<file path="config.mk">
export PLATFORM = sky130hd
export DESIGN_NAME = vhmt_ctrl
export DESIGN_NICKNAME = d
export VERILOG_FILES = /design/src/rtl/core/vhmt_pkg.sv /design/src/rtl/core/vhmt_ctrl.sv
export SDC_FILE = /design/constraint.sdc
export NUM_CORES = 1
export LEC_CHECK = 0
export BUFFER_PORTS_ARGS = -buffer_cell sky130_fd_sc_hd__buf_2
export CAP_MARGIN = 40
export CORE_MARGIN = 1.5
export CORE_UTILIZATION = 39
export DETAILED_ROUTE_END_ITERATION = 10
export PLACE_DENSITY = 0.82
export SLEW_MARGIN = 20
export SYNTH_ARGS = -nofsm -noshare
export SYNTH_HDL_FRONTEND = slang
export SYNTH_SLANG_ARGS = --single-unit
</file>
<file path="constraint.sdc">
create_clock -name clock -period 1.3 [get_ports clock]
set_clock_uncertainty 0.1 [all_clocks]
set_input_delay 0.26 -clock clock [delete_from_list [all_inputs] [get_ports clock]]
set_output_delay 0.26 -clock clock [all_outputs]
set_load 0.01 [all_outputs]
</file>
<file path="src/rtl/core/vhmt_pkg.sv">
// shared constants, codes and word types for the versioned hash memo table
package vhmt_pkg;

   localparam int TABLE_SLOTS_DEF = 4096;
   localparam int MAX_PROBES_DEF  = 32;

   // multiplicative hash
   localparam int          HASH_W   = 32;
   localparam int          KEY_DROP = 4;
   localparam logic [31:0] HASH_MUL = 32'd2654435761;

   // action codes
   localparam logic [1:0] ACT_LOOKUP = 2'd0;
   localparam logic [1:0] ACT_STORE  = 2'd1;
   localparam logic [1:0] ACT_CLEAR  = 2'd2;

   // lookup answer codes
   localparam logic [1:0] ANS_UNKNOWN = 2'd0;
   localparam logic [1:0] ANS_FALSE   = 2'd1;
   localparam logic [1:0] ANS_TRUE    = 2'd2;

   typedef struct packed {
      logic [1:0]  action;
      logic [63:0] item_key;
      logic [31:0] item_version;
      logic [31:0] current_epoch;
      logic        answer_bit;
   } req_type;

   typedef struct packed {
      logic [1:0] lookup_answer;
      logic       store_done;
   } rsp_type;

   // controller to datapath
   typedef struct packed {
      logic req_load;
      logic hash;
      logic rem_step;
      logic slot_load;
      logic rd_issue;
      logic probe_next;
      logic res_lookup;
      logic mem_write;
      logic clr_write;
      logic rsp_load;
   } cmd_type;

   // datapath to controller
   typedef struct packed {
      logic [1:0] op;
      logic       key_zero;
      logic       rem_last;
      logic       clr_last;
      logic       slot_empty;
      logic       key_match;
      logic       epoch_stale;
      logic       probe_last;
   } sts_type;

endpackage

</file>
<file path="src/rtl/core/vhmt_ctrl.sv">
// controller: sequences clear sweep, hashing, probe walk and result handoff
module vhmt_ctrl (
   input  logic              clock,
   input  logic              reset,
   input  logic              req_valid,
   output logic              req_ready,
   output logic              rsp_valid,
   input  logic              rsp_ready,
   input  vhmt_pkg::sts_type sts,
   output vhmt_pkg::cmd_type cmd
);
   import vhmt_pkg::*;

   localparam logic [2:0] S_CLEAR  = 3'd0;
   localparam logic [2:0] S_IDLE   = 3'd1;
   localparam logic [2:0] S_HASH   = 3'd2;
   localparam logic [2:0] S_REDUCE = 3'd3;
   localparam logic [2:0] S_READ   = 3'd4;
   localparam logic [2:0] S_CHECK  = 3'd5;
   localparam logic [2:0] S_RESP   = 3'd6;

   logic [2:0] state_ff, state_in;
   logic       clr_req_ff, clr_req_in;
   logic       rsp_valid_ff, rsp_valid_in;

   always_comb begin
      cmd          = '0;
      state_in     = state_ff;
      clr_req_in   = clr_req_ff;
      rsp_valid_in = rsp_valid_ff;
      if (rsp_valid_ff && rsp_ready) begin
         rsp_valid_in = 1'b0;
      end

      unique case (state_ff)
         S_CLEAR: begin
            cmd.clr_write = 1'b1;
            if (sts.clr_last) begin
               clr_req_in = 1'b0;
               state_in   = clr_req_ff ? S_RESP : S_IDLE;
            end
         end
         S_IDLE: begin
            if (req_valid) begin
               cmd.req_load = 1'b1;
               state_in     = S_HASH;
            end
         end
         S_HASH: begin
            cmd.hash = 1'b1;
            if (sts.op == ACT_CLEAR) begin
               clr_req_in = 1'b1;
               state_in   = S_CLEAR;
            end else if (!sts.key_zero && (sts.op == ACT_LOOKUP || sts.op == ACT_STORE)) begin
               state_in = S_REDUCE;
            end else begin
               state_in = S_RESP;
            end
         end
         S_REDUCE: begin
            cmd.rem_step = 1'b1;
            if (sts.rem_last) begin
               cmd.slot_load = 1'b1;
               state_in      = S_READ;
            end
         end
         S_READ: begin
            cmd.rd_issue = 1'b1;
            state_in     = S_CHECK;
         end
         S_CHECK: begin
            if (sts.op == ACT_STORE) begin
               if (sts.slot_empty || sts.key_match || sts.epoch_stale) begin
                  cmd.mem_write = 1'b1;
                  state_in      = S_RESP;
               end else if (sts.probe_last) begin
                  state_in = S_RESP;
               end else begin
                  cmd.probe_next = 1'b1;
               end
            end else begin
               if (sts.slot_empty) begin
                  state_in = S_RESP;
               end else if (sts.key_match) begin
                  cmd.res_lookup = 1'b1;
                  state_in       = S_RESP;
               end else if (sts.probe_last) begin
                  state_in = S_RESP;
               end else begin
                  cmd.probe_next = 1'b1;
               end
            end
         end
         S_RESP: begin
            if (!rsp_valid_ff || rsp_ready) begin
               cmd.rsp_load = 1'b1;
               rsp_valid_in = 1'b1;
               state_in     = S_IDLE;
            end
         end
         default: begin
            state_in = S_CLEAR;
         end
      endcase
   end

   always_ff @(posedge clock) begin
      if (reset) begin
         state_ff     <= S_CLEAR;
         clr_req_ff   <= 1'b0;
         rsp_valid_ff <= 1'b0;
      end else begin
         state_ff     <= state_in;
         clr_req_ff   <= clr_req_in;
         rsp_valid_ff <= rsp_valid_in;
      end
   end

   assign req_ready = (state_ff == S_IDLE);
   assign rsp_valid = rsp_valid_ff;

`ifndef NO_ASSERTIONS
   a_reset_sweep: assert property (@(posedge clock)
      reset |=> state_ff == S_CLEAR)
      else $error("no clear sweep after reset");

   a_accept_hash: assert property (@(posedge clock) disable iff (reset)
      (req_valid && req_ready) |=> state_ff == S_HASH)
      else $error("accepted word did not start hashing");

   a_store_slot_ok: assert property (@(posedge clock) disable iff (reset)
      cmd.mem_write |-> (sts.op == ACT_STORE
                         && (sts.slot_empty || sts.key_match || sts.epoch_stale)))
      else $error("slot written without a usable slot");
`endif

endmodule

</file>
Word-level counts from Yosys, hierarchy flattened
Index checks and enable logic that the tools add are counted.
{ "word_totals": {"regBits": 5, "in_bits": 13} }
{ "op_classes": {"eq_ne": 13, "muxes": 38, "n_reduce_logical": 13} }
{ "op_table": {"columns": ["operator", "n"], "rows": [
  ["2-to-1 mux 3 bit", 13],
  ["2-to-1 mux 1 bit", 21],
  ["one-hot mux 3 bit (7 select lines)", 1],
  ["inequality test 2 bit (second input constant)", 5],
  ["== test 3 bit (second input constant)", 3],
  ["== test 3 x 2 -> 1 bit (second input constant)", 2],
  ["logical OR 1 bit", 4],
  ["2-to-1 mux 2 bit", 2],
  ["AND reduction 4 bit", 1],
  ["== test 3 x 1 -> 1 bit (second input constant)", 1],
  ["logical NOT 3 bit", 1],
  ["AND reduction 3 bit", 1],
  ["== test 2 x 1 -> 1 bit (second input constant)", 1],
  ["== test 2 bit (second input constant)", 1],
  ["logical AND 1 bit", 2],
  ["logical NOT 1 bit", 2],
  ["logical NOT 2 bit", 1],
  ["one-hot mux 1 bit (2 select lines)", 1],
  ["nonzero test 2 bit", 1]
]} }

Logic depth before layout (Yosys ltp)
{ "depth": {"word_depth": 6, "depth_mapped": 6, "ltp_nobuf": 4} }

Least setup slack after synthesis
No wires, ideal clock.
{ "synth_timing": {"kind": "flip-flop to output port", "from": "register state_ff[1]", "to": "output cmd[3] (netlist bit)", "arrival_time_ns": 1.205, "t_required_ns": 0.940, "slack_ns": -0.265, "path_stages_with_launch": 5, "n_path_buf": 1, "cell_sequence": "dfxtp_1 buf_4 inv_1 nand3_1 nor4b_1"} }
{ "synth_lines": {"columns": ["item", "line_no", "rtl"], "rows": [
  ["start, declared", "vhmt_ctrl.sv:22", "logic [2:0] state_ff, state_in;"],
  ["start signal, assigned", "vhmt_ctrl.sv:113", "state_ff <= state_in;"],
  ["end, declared", "vhmt_ctrl.sv:10", "output vhmt_pkg::cmd_type cmd"]
]} }

Final worst setup path
{ "layout_timing": {"from": "register state_ff[1]", "to": "register state_ff[2]"} }
{ "layout_between": {"elab_chain_len": 3} }
{ "layout_rtl": {"columns": ["item", "line_no", "rtl"], "rows": [
  ["== test 3 bit (tied with other cells)", "vhmt_ctrl.sv:35", "unique case (state_ff)"],
  ["inequality test 2 bit (no line)", null, null],
  ["AND reduction 4 bit (no line)", null, null]
]} }
Parallel ways exist; a longest one is shown, timed or not.
A chain may end at the register's enable or synchronous reset.

==> summary.txt <==
Run status
  • Status: finished with violations
  • Failing checks: setup timing

Synthesis
  • Distinct cells, synth: 32
  • Most frequent cell after synthesis: nor2_1
  • Seq/Total Area, Yosys: 19.3%
  • Synth top area cells: dfxtp_1 19%, nor2_1 7.2%, nor3_1 5.8%
  • Post-synth top cells: 10 x nor2_1, 6 x nor3_1, 5 x a21oi_1, 5 x dfxtp_1, 4 x nand2_1
  • Yosys warns: 0
  • Mapped Cells: 71
  • Avg Inst Size Synth: 7.31 um^2
  • Post-synthesis register bit count: 5
  • Ys async rst share: 0%
  • Area of the mapped netlist: 519 um^2
  • Post-synth EDFFs: 0
  • Top FF cell, synth: dfxtp_1
  • Cell type with the largest total area after synthesis: dfxtp_1
  • Top-area cell type share of the netlist area: 19.3%
  • Net Count, Synth: 84

Die
  • Core ar.: 0.00117 mm^2
  • Initial core utilization: 44.3%
  • Die outline height: 39.5 um
  • Die area: 0.00156 mm^2
  • Chip Width: 39.5 um
  • Row count: 12
  • I/O pin cnt: 25

Worst hold path
  • Worst hold-check path type: in -> reg
  • Worst Min Path Start: reset
  • Hold Path Sink: state_ff[0]
  • Worst hold path cell count: 2

Cells and area
  • Share of layout cells above drive strength 1: 61.8%
  • NumNets Final: 124
  • Fin area: 873 um^2
  • Synth-to-Final Area Change: 68.2%
  • Antenna diodes: 0
  • Final cell count without fillers: 124

Power
  • VDD IR max: 1.02 mV
  • Total power: 1.68 mW
  • Power share of the sequential group: 19.4%
  • Sw power: 0.751 mW
  • Sw Ratio: 44.8%
  • Clock power share: 11.0%
  • Int Pwr: 0.927 mW
  • LEAKAGE: 0.389 nW
  • Cell area power density: 1920 mW/mm^2
  • Logic pwr share: 69.6%

Critical path
  • CP startpoint kind: flop
  • Reg2reg end: state_ff[2]
  • Flop-to-flop setup slack: -0.24 ns
  • CP Class: reg -> reg
  • Req. time, crit path: 1.36 ns
  • Arr. time, crit path: 1.60 ns
  • Reg2reg path depth: 5
  • Worst r2r src: state_ff[1]
  • Worst-path maximum fanout: 6
  • Crit. End Element: flop

Routing
  • Via count: 660
  • Drt drc: 0
  • Detail Route Antenna Nets: 0
  • Drt pass-1 iters: 4
  • Drt initial violations: 17
  • WL final: 1.74 mm
  • Post-DR vias/cell: 5.32
  • DR WL/cell: 14.0 um

Placed design
  • Gpl congestion: 0.749
  • Placed Cells: 115
  • Post-DP Area: 736 um^2
  • Post-detail-place hpwl: 1.17 mm
  • Port-buffer cells: 24

Timing
  • Hold Violations, Final: 0
  • Worst-margin pin slew: 0.362 ns
  • Setup TNS: -2.35 ns
  • Unrepaired setup endpoints after global routing: yes
  • Post-layout min period: 1.54 ns
  • Final Cycle Share: 118%
  • # setup viols final: 14
  • Slack of the critical path: -0.237 ns
  • Fmax: 651 MHz
  • Max_slew headroom: 75.7%
  • Count of pins over their slew limit: 0

Clocking
  • CTS max path bufs: 2
  • Hold Buf Count CTS: 0
  • Clock Root Buffer: clkbuf_4
  • Clk_lat worst skew: 0.25 ns
  • Worst-path clk slew: 0.05 ns
  • H-tree levels: 1
  • CTS tree: done
  • CTS Buf Count: 3
  • Clock Sinks: 5

GRT
  • Largest net degree at the start of global routing: 8
  • Global route total overflow: 0
  • Initial antenna violation count: 0
  • First-pass GRT wire length: 2.44 mm
  • Number of global-route vias before repair: 595
  • Total track usage: 23.4%

Run
  • Maxcap violations: 0
## stage by stage
step | hold slack [ns] | utilization (%) | setup WS [ns]
global route | 0.141 | 74.6 | -0.269
floorplan | 0.222 | - | -0.00325
finish | 0.132 | 74.6 | -0.237
global placement | 0.375 | 62.8 | -0.117
detailed placement | 0.391 | 62.8 | -0.185
CTS | 0.132 | 70.6 | -0.232
## what timing repair did
item	CTS	global route
endpoints found under the setup margin	14	14
gates resized for setup	11	10
pin swaps	2	5
buffers inserted	4	1
## placed cells by master (no fill, tap or decap), types with 2 or more instances in the layout
cell type	n
buf_2	26
buf_4	13
nor2_1	9
a21oi_1	5
nor3b_2	4
nand2_1	4
nor3_2	3
nor3_1	3
o21ai_0	3
clkbuf_4	3
dfxtp_4	3
and3_1	2
dfxtp_1	2
## power by group through the flow
stage | clock, mW | sequential (mW) | combinational [mW]
3_5_place_dp | 0 | 0.345 | 0.857
3_3_place_gp | 0 | 0.346 | 0.829
4_1_cts | 0.190 | 0.316 | 1.04
6_report | 0.185 | 0.325 | 1.17
2_1_floorplan | 0 | 0.262 | 0.690
5_1_grt | 0.195 | 0.331 | 1.26
## area by class of cell
cell class	instances	area [um^2]
clock buffer	4	26.3
fill	93	298
inverter	3	13.8
multi-input combinational	58	465
sequential	5	111
tap	14	17.5
timing repair buffer	40	239
## cell families (layout without fill, tap and decap cells)
kind of cell	after synthesis	after routing	share of synthesized area [%]
AOI/OAI and AO/OA	17	17	22.6
buffers and inverters	8	47	10.4
DFF	5	5	19.3
muxes	1	1	1.93
and+or+nand+nor	40	40	45.8
## state kept, by name, indices dropped and copies added, names as in the netlist
name,flops
clr_req_ff,1
state_ff,3
rsp_valid,1
## routing by layer
layer | vias to the layer above | part of all wire, % | routed length (um) | GRT usage (%)
li1 | 334 | - | - | -
met1 | 306 | 40 | 698 | 22.9
met2 | 20 | 56 | 979 | 48.0
met3 | 0 | 3.6 | 62 | 6.25
met4 | 0 | 0 | 0 | 3.45
met5 | - | 0 | 0 | 0
## worst max-delay path, cell delays in order (launching register included)
cell and delay, ns:
dfxtp_4 0.36, buf_4 0.16, and3_4 0.19, a211oi_4 0.28
o2111ai_1 0.20, a21oi_1 0.16
## how the worst max path moves through the flow
stage                start           to  slack, ns  cells past startpoint
6_report       state_ff[1]  state_ff[2]      -0.24                      5
3_5_place_dp        sts[0]       cmd[4]      -0.18                      4
2_1_floorplan  state_ff[2]       cmd[3]     -0.003                      4
3_3_place_gp        sts[0]       cmd[4]      -0.12                      4
4_1_cts        state_ff[1]       cmd[3]      -0.23                      4
5_1_grt        state_ff[1]  state_ff[2]      -0.27                      5
Note: power is estimated with default switching activity, not from simulation.
